## src/sv/hsa_pkg.sv

```systemverilog
package hsa_pkg;

    // pixel channel width and channel count
    localparam int ChanW   = 8;
    localparam int NumChan = 3;

    // gain divider: unsigned Q8.16 quotient, three quotient bits per stage
    localparam int FracW     = 16;
    localparam int QuotW     = 24;
    localparam int DivBits   = 3;
    localparam int DivStages = QuotW / DivBits;

    // percent limits
    localparam logic signed [7:0] PctMax = 8'sd100;
    localparam logic signed [7:0] PctMin = -8'sd100;

    // desaturate path: t / 200 by reciprocal multiply, valid for t below 256 * 200
    localparam logic [16:0] RecipMul   = 17'd83887;
    localparam int          RecipShift = 24;
    localparam logic [16:0] NegLimit   = 17'd51200;

    // item side data carried alongside the divider
    typedef struct packed {
        logic [NumChan-1:0][ChanW-1:0] ch;
        logic [8:0]                    sum;
        logic                          neg;
        logic                          gray;
        logic [6:0]                    padd;   // 100 + percent for the desaturate path
    } t_item;

    typedef struct packed {
        logic [ChanW-1:0]   rem;
        logic [DivBits-1:0] q;
    } t_div_step;

    // restoring division, DivBits bits of the quotient
    function automatic t_div_step div_step(input logic [ChanW-1:0]   rem,
                                           input logic [ChanW-1:0]   den,
                                           input logic [DivBits-1:0] nbits);
        t_div_step  res;
        logic [8:0] r9;
        res.rem = rem;
        res.q   = '0;
        for (int b = DivBits - 1; b >= 0; b--) begin
            r9 = {res.rem, nbits[b]};
            if (r9 >= {1'b0, den}) begin
                r9       = r9 - {1'b0, den};
                res.q[b] = 1'b1;
            end
            res.rem = r9[ChanW-1:0];
        end
        return res;
    endfunction

endpackage

```

## src/sv/hsa_divider.sv

```systemverilog
module hsa_divider (
    input  logic                      i_clk,
    input  logic                      i_rst_n,
    input  logic                      i_en,
    input  logic                      i_valid,
    input  logic [hsa_pkg::ChanW-1:0] i_num,
    input  logic [hsa_pkg::ChanW-1:0] i_den,
    input  hsa_pkg::t_item            i_item,
    output logic                      o_valid,
    output logic [hsa_pkg::QuotW-1:0] o_quot,
    output hsa_pkg::t_item            o_item
);

    localparam int NS = hsa_pkg::DivStages;
    localparam int NB = hsa_pkg::DivBits;

    logic                      r_v    [NS];
    logic [hsa_pkg::ChanW-1:0] r_rem  [NS];
    logic [hsa_pkg::ChanW-1:0] r_num  [NS];
    logic [hsa_pkg::ChanW-1:0] r_den  [NS];
    logic [hsa_pkg::QuotW-1:0] r_quot [NS];
    hsa_pkg::t_item            r_item [NS];

    for (genvar k = 0; k < NS; k++) begin : g_stage
        localparam int Hi = hsa_pkg::QuotW - 1 - NB * k;

        logic                      p_v;
        logic [hsa_pkg::ChanW-1:0] p_rem;
        logic [hsa_pkg::ChanW-1:0] p_num;
        logic [hsa_pkg::ChanW-1:0] p_den;
        logic [hsa_pkg::QuotW-1:0] p_quot;
        hsa_pkg::t_item            p_item;
        logic [hsa_pkg::QuotW-1:0] n_dividend;
        hsa_pkg::t_div_step        n_step;
        logic [hsa_pkg::QuotW-1:0] n_quot;

        if (k == 0) begin : g_first
            assign p_v    = i_valid;
            assign p_rem  = '0;
            assign p_num  = i_num;
            assign p_den  = i_den;
            assign p_quot = '0;
            assign p_item = i_item;
        end else begin : g_next
            assign p_v    = r_v[k-1];
            assign p_rem  = r_rem[k-1];
            assign p_num  = r_num[k-1];
            assign p_den  = r_den[k-1];
            assign p_quot = r_quot[k-1];
            assign p_item = r_item[k-1];
        end

        // dividend is num << 16
        assign n_dividend = {p_num, {hsa_pkg::FracW{1'b0}}};
        assign n_step     = hsa_pkg::div_step(p_rem, p_den, n_dividend[Hi -: NB]);

        always_comb begin
            n_quot          = p_quot;
            n_quot[Hi -: NB] = n_step.q;
        end

        always_ff @(posedge i_clk) begin
            if (!i_rst_n) begin
                r_v[k] <= 1'b0;
            end else if (i_en) begin
                r_v[k] <= p_v;
            end
        end

        always_ff @(posedge i_clk) begin
            if (i_en) begin
                r_rem[k]  <= n_step.rem;
                r_num[k]  <= p_num;
                r_den[k]  <= p_den;
                r_quot[k] <= n_quot;
                r_item[k] <= p_item;
            end
        end
    end

    assign o_valid = r_v[NS-1];
    assign o_quot  = r_quot[NS-1];
    assign o_item  = r_item[NS-1];

endmodule

```

## src/sv/hsa_channel.sv

```systemverilog
module hsa_channel (
    input  logic                      i_clk,
    input  logic                      i_en,
    input  logic [hsa_pkg::ChanW-1:0] i_ch,
    input  logic [8:0]                i_sum,
    input  logic                      i_neg,
    input  logic                      i_gray,
    input  logic [hsa_pkg::QuotW-1:0] i_factor,
    output logic [hsa_pkg::ChanW-1:0] o_ch
);

    // stage A: (2C - sum) * factor
    logic signed [10:0] n_d;
    logic signed [35:0] n_prod;
    logic signed [35:0] r_prod;
    logic [7:0]         r_cha;
    logic [8:0]         r_suma;
    logic               r_nega;
    logic               r_graya;

    assign n_d    = $signed({2'b00, i_ch, 1'b0}) - $signed({2'b00, i_sum});
    assign n_prod = n_d * $signed({1'b0, i_factor});

    always_ff @(posedge i_clk) begin
        if (i_en) begin
            r_prod  <= n_prod;
            r_cha   <= i_ch;
            r_suma  <= i_sum;
            r_nega  <= i_neg;
            r_graya <= i_gray;
        end
    end

    // stage B: add the base term
    logic signed [37:0] n_t;
    logic signed [37:0] r_t;
    logic [7:0]         r_chb;
    logic               r_negb;
    logic               r_grayb;
    logic [15:0]        n_base100;

    assign n_base100 = 16'(r_suma) * 16'd100;

    always_comb begin
        if (r_nega) begin
            n_t = $signed({22'd0, n_base100}) + 38'(r_prod);
        end else begin
            n_t = $signed({13'd0, r_cha, 17'd0}) + 38'(r_prod);
        end
    end

    always_ff @(posedge i_clk) begin
        if (i_en) begin
            r_t     <= n_t;
            r_chb   <= r_cha;
            r_negb  <= r_nega;
            r_grayb <= r_graya;
        end
    end

    // stage C: scale, clamp, gray bypass
    logic [32:0] n_recip;
    logic [7:0]  n_out;
    logic [7:0]  r_out;

    assign n_recip = 33'(r_t[15:0]) * 33'(hsa_pkg::RecipMul);

    always_comb begin
        if (r_grayb) begin
            n_out = r_chb;
        end else if (r_t <= 38'sd0) begin
            n_out = '0;
        end else if (r_negb) begin
            if (r_t >= $signed({21'd0, hsa_pkg::NegLimit})) begin
                n_out = 8'hFF;
            end else begin
                n_out = n_recip[hsa_pkg::RecipShift +: 8];
            end
        end else if (r_t[37:25] != '0) begin
            n_out = 8'hFF;
        end else begin
            n_out = r_t[24:17];
        end
    end

    always_ff @(posedge i_clk) begin
        if (i_en) begin
            r_out <= n_out;
        end
    end

    assign o_ch = r_out;

endmodule

```

## src/sv/hsl_saturation_adjust.sv

```systemverilog
// HSL saturation adjust, one BGR pixel per beat.
// Pipeline from input beat to output beat: 1 input stage, 8 divider stages of 3 quotient
// bits each, 3 channel stages for multiply, sum and clamp.
// Throughput: one pixel per cycle; an output stall holds the whole pipeline.
// Reset (i_rst_n low, synchronous) clears all valid bits and sets the percent to 0.
module hsl_saturation_adjust (
    input  logic        i_clk,
    input  logic        i_rst_n,
    input  logic        i_cfg_we,
    input  logic [7:0]  i_cfg_wdata,  // saturation_percent, signed
    input  logic        i_s_tvalid,
    output logic        o_s_tready,
    input  logic [23:0] i_s_tdata,    // blue_in [7:0], green_in [15:8], red_in [23:16]
    output logic        o_m_tvalid,
    input  logic        i_m_tready,
    output logic [23:0] o_m_tdata     // blue_out [7:0], green_out [15:8], red_out [23:16]
);

    localparam int NC = hsa_pkg::NumChan;

    logic en;

    // percent register
    logic signed [7:0] r_pct;
    always_ff @(posedge i_clk) begin
        if (!i_rst_n) begin
            r_pct <= '0;
        end else if (i_cfg_we) begin
            r_pct <= i_cfg_wdata;
        end
    end

    // stage 1: max / min, clamped percent
    logic [7:0]        n_b, n_g, n_r, n_mx, n_mn;
    logic signed [7:0] n_p;
    logic              r_v1;
    logic [NC-1:0][7:0] r_ch1;
    logic [7:0]        r_mx1, r_mn1;
    logic signed [7:0] r_p1;

    assign n_b = i_s_tdata[7:0];
    assign n_g = i_s_tdata[15:8];
    assign n_r = i_s_tdata[23:16];

    always_comb begin
        n_mx = n_b;
        n_mn = n_b;
        if (n_g > n_mx) n_mx = n_g;
        if (n_r > n_mx) n_mx = n_r;
        if (n_g < n_mn) n_mn = n_g;
        if (n_r < n_mn) n_mn = n_r;
        if (r_pct > hsa_pkg::PctMax) begin
            n_p = hsa_pkg::PctMax;
        end else if (r_pct < hsa_pkg::PctMin) begin
            n_p = hsa_pkg::PctMin;
        end else begin
            n_p = r_pct;
        end
    end

    always_ff @(posedge i_clk) begin
        if (!i_rst_n) begin
            r_v1 <= 1'b0;
        end else if (en) begin
            r_v1 <= i_s_tvalid;
        end
    end

    always_ff @(posedge i_clk) begin
        if (en) begin
            r_ch1 <= {n_r, n_g, n_b};
            r_mx1 <= n_mx;
            r_mn1 <= n_mn;
            r_p1  <= n_p;
        end
    end

    // stage 2: saturation, branch select, divider operands
    logic [7:0]     n_delta, n_denom, n_num, n_den;
    logic [8:0]     n_sum;
    logic [15:0]    n_pden, n_dlt100, n_den100;
    logic [16:0]    n_lhs;
    logic           n_neg, n_sel_s;
    hsa_pkg::t_item n_item;

    always_comb begin
        n_delta  = r_mx1 - r_mn1;
        n_sum    = {1'b0, r_mx1} + {1'b0, r_mn1};
        n_denom  = (n_sum < 9'd255) ? n_sum[7:0] : 8'(9'd510 - n_sum);
        n_neg    = r_p1[7];
        n_pden   = 16'(r_p1[6:0]) * 16'(n_denom);
        n_dlt100 = 16'(n_delta) * 16'd100;
        n_den100 = 16'(n_denom) * 16'd100;
        n_lhs    = 17'(n_pden) + 17'(n_dlt100);
        n_sel_s  = n_lhs >= 17'(n_den100);
        if (n_sel_s) begin
            n_num = n_denom - n_delta;
            n_den = n_delta;
        end else begin
            n_num = {1'b0, r_p1[6:0]};
            n_den = 8'd100 - {1'b0, r_p1[6:0]};
        end
        n_item.ch   = r_ch1;
        n_item.sum  = n_sum;
        n_item.neg  = n_neg;
        n_item.gray = (n_delta == 8'd0);
        n_item.padd = 7'(8'sd100 + r_p1);
    end

    logic                      dv_valid;
    logic [hsa_pkg::QuotW-1:0] dv_quot;
    hsa_pkg::t_item            dv_item;

    hsa_divider u_div (
        .i_clk   (i_clk),
        .i_rst_n (i_rst_n),
        .i_en    (en),
        .i_valid (r_v1),
        .i_num   (n_num),
        .i_den   (n_den),
        .i_item  (n_item),
        .o_valid (dv_valid),
        .o_quot  (dv_quot),
        .o_item  (dv_item)
    );

    // per-channel multiply, add and clamp
    logic [hsa_pkg::QuotW-1:0] factor;
    assign factor = dv_item.neg ? hsa_pkg::QuotW'(dv_item.padd) : dv_quot;

    for (genvar c = 0; c < NC; c++) begin : g_chan
        hsa_channel u_chan (
            .i_clk    (i_clk),
            .i_en     (en),
            .i_ch     (dv_item.ch[c]),
            .i_sum    (dv_item.sum),
            .i_neg    (dv_item.neg),
            .i_gray   (dv_item.gray),
            .i_factor (factor),
            .o_ch     (o_m_tdata[c*8 +: 8])
        );
    end

    // valid bits for the channel stages
    logic [2:0] r_vc;
    always_ff @(posedge i_clk) begin
        if (!i_rst_n) begin
            r_vc <= '0;
        end else if (en) begin
            r_vc <= {r_vc[1:0], dv_valid};
        end
    end

    assign o_m_tvalid = r_vc[2];
    assign en         = !r_vc[2] || i_m_tready;
    assign o_s_tready = en;

endmodule
```

## config.mk

```make
export PLATFORM = sky130hd
export DESIGN_NAME = hsl_saturation_adjust
export DESIGN_NICKNAME = d
export VERILOG_FILES = /design/src/sv/hsa_pkg.sv /design/src/sv/hsa_divider.sv /design/src/sv/hsa_channel.sv /design/src/sv/hsl_saturation_adjust.sv
export SDC_FILE = /design/constraint.sdc
export NUM_CORES = 2
export LEC_CHECK = 0
export BUFFER_PORTS_ARGS = -buffer_cell sky130_fd_sc_hd__buf_2
export CORE_MARGIN = 2
export CORE_UTILIZATION = 31
export CTS_CLUSTER_DIAMETER = 150
export DETAILED_ROUTE_END_ITERATION = 8
export GPL_TIMING_DRIVEN = 0
export PLACE_DENSITY = 0.53
export SYNTH_ARGS = -nofsm -noshare
export SYNTH_HDL_FRONTEND = slang
export SYNTH_SLANG_ARGS = --single-unit
```

## constraint.sdc

```tcl
create_clock -name i_clk -period 65.5 [get_ports i_clk]
set_input_delay 9.825 -clock i_clk [delete_from_list [all_inputs] [get_ports i_clk]]
set_output_delay 9.825 -clock i_clk [all_outputs]
set_load 0.02 [all_outputs]
```

==> metrics <==
postcts setup bufs 0; post-synth top area cell edfxtp_1; dominant synthesized flop cell edfxtp_1; utilization after layout 34.35%; die width 530.2 um; Hold Crit Start u_div.r_item[0][31]; Mean Syn Cell Area 10.88 um^2; Post-synth EDFFs 915; unrepaired setup endpoints after global routing false; worst reg2reg endpoint u_div.r_rem[0][7]; FF+latch count, synth 928; drt pass-1 iters 6; Initial Util 31.10%; Critical Path AT 11.97 ns; Synth Area in XOR/XNOR 3.938%; Area Growth Syn to Fin 10.44%; CTS Buffer Depth 3; synth unique cells 89; ys async rst share 0%; register area share after synthesis 32.31%; Wirelength per Cell 18.84 um; max-slew violations 0; final net count 10150; Synth Area in Simple Gates 9.363%; Reg2Reg Setup Slack 49.25 ns; Final Hold Fails 0; worst-skew pair later-pin latency 0.78 ns; CP required 55.67 ns; slowest cell on the critical path clkbuf_4; Post-Place Worst Slack 43.64 ns; max-cap violation count 0; Min Hold Slack 0.4073 ns; Clock transition at path regs 0.06 ns; Reg2Reg Depth 67; Max Fclk 0.04588 GHz; top-area cell type share of the netlist area 32.01%; synthesized area 0.08585 mm^2; # setup viols final 0; FF-to-FF Start r_mn1[2]; startpoint types input pin; combinational family with the most area after synthesis adder cells; Worst path top cell family by delay buffers and inverters; Die H 530.2 um; vias in the first global route 59260; total number of vias 56740; Tcrit/Tclk final 33.27%; Hold Crit Depth 0; row cnt 193; crit path buf inv count 7; Total GRT Usage 16.05%; DRC errors left 0; Syn Nets 9964; total CTS buffers 106; Largest stage delay, worst path 0.75 ns; worst min path class reg -> reg; top cells by area, synth edfxtp_1, fa_1, ha_1; status finished clean; post-synthesis cell count 7887; H-tree depth 3; hpwl dp 182400 um; vias per inst 4.779; initial antenna violation count 8; Compound-Gate Fraction of Synth Area 8.308%; Slew @ Worst Pin 1.424 ns; worst path cell trace buf_2 > nor2b_1 > clkbuf_1 > inv_1 > clkbuf_4 > buf_16 > buf_16 > buf_2; most frequent cells in the layout inv_1, ha_1, edfxtp_1; final wirelength 223700 um; Crit. End Element primary output; first-pass GRT wire length 348300 um; pin count of the biggest net entering global routing 72; Post-CTS Hold Buffers 0; Slew HR 4.382%; setup_tns 0 ns; Antenna Nets Post-Route 0; CTS root buffer clkbuf_16; layout cells sized above 1 4.815%; I/O Buffers 61; GRT overflow 0; fin crit period 21.79 ns; I/O pin cnt 63; CTS Sinks 928; Hold Path Sink u_div.r_item[0][73]; min setup slack post-route 43.71 ns; initial DRC count 3888; WS Path Type in -> out; Core Area 0.2760 mm^2; PostCTS Resize Cnt 0; CP Max Fanout 65; final clock skew 0.07178 ns; Adder-Cell Fraction of Synth Area 37.52%; mux contribution to synthesized area 2.099%; most common cell after layout, fill and taps aside inv_1; Die ar. 0.2812 mm^2; Synth Warn # 0; Placer Congestion 0.9789; CTS tree built
-- stage by stage --
step	std cells	area, um^2
after floorplan	7887	85850
after global placement	11650	90790
after detailed placement	11670	91320
after CTS	11870	94800
after global routing	11870	94800
final	11870	94810
-- worst reg2reg max path, delay by kind of cell, from the launching register on --
kind                     cells  cell delay [ns]
AO/OA/AOI/OAI               25             6.11
XOR/XNOR                     2             1.10
adder cells (fa/ha/maj)     11             4.02
buffers and inverters       10             1.18
flip-flops                   1             0.42
multiplexers                 2             0.77
AND/OR/NAND/NOR             17             2.43
-- metal layers --
metal / GRT usage (%) / wire length, um / vias to the layer above / part of all wire, %
li1: - / - / 26860 / -
met1: 21.67 / 101400 / 28090 / 45
met2: 25.92 / 101900 / 1392 / 46
met3: 2.637 / 12300 / 385 / 5.5
met4: 5.621 / 8030 / 6 / 3.6
met5: 0 / 46 / - / 0.021
-- worst max-delay path by stage --
stage / startpoint / endpoint / cells past startpoint
after detailed placement: i_m_tready / o_s_tready / 8
after CTS: i_m_tready / o_s_tready / 8
final: i_m_tready / o_s_tready / 8
after global routing: i_m_tready / o_s_tready / 8
after floorplan: i_m_tready / o_s_tready / 4
after global placement: i_m_tready / o_s_tready / 6
-- logic make-up after synthesis --
family / Yosys count
buffers and inverters: 1477
adder cells (fa/ha/maj): 2040
flip-flops: 928
AO/OA/AOI/OAI: 1106
AND/OR/NAND/NOR: 1784
multiplexers: 166
XOR/XNOR: 386
-- synthesized netlist by cell type (12+ instances only) --
cell      count
mux2_2       82
edfxtp_1    915
a21o_1      126
dfxtp_1      13
buf_1        13
o21ai_0     244
a211oi_1     25
o31ai_1      39
a21oi_1     299
clkbuf_1    153
nor3_1       48
xor2_1      113
nand2_1     680
xnor2_1     273
inv_1      1302
nand4_1      32
or3_1        30
nand2b_1     93
ha_1       1150
and3_1       48
fa_1        890
and2_1       59
nor2_1      532
a31oi_1      26
mux2i_1      76
o21a_1       51
nor4_1       17
or2_2        23
nand3_1      88
a21boi_0     59
nor2b_1      95
o21bai_1     73
o22ai_1      12
-- cell type report --
type	count	area [um^2]
fill	27500	181200
multi-input combinational	5482	52590
sequential	928	27740
inverter	1308	4912
tap	3705	4636
clock buffer	120	2726
timing repair buffer	82	805.8
clock inverter	73	750.7
buffer	169	644.4
antenna	5	12.51
-- sequential cells by signal (all words and copies together) (netlist names), 56 cells and up --
register	count
u_div.r_den	56
g_chan.u_chan.r_t	109
u_div.r_quot	108
g_chan.u_chan.r_prod	103
u_div.r_rem	56
u_div.r_item	336
Power is not shown: default switching activity piles up to over one toggle a cycle in this logic, so the estimate is an artifact.
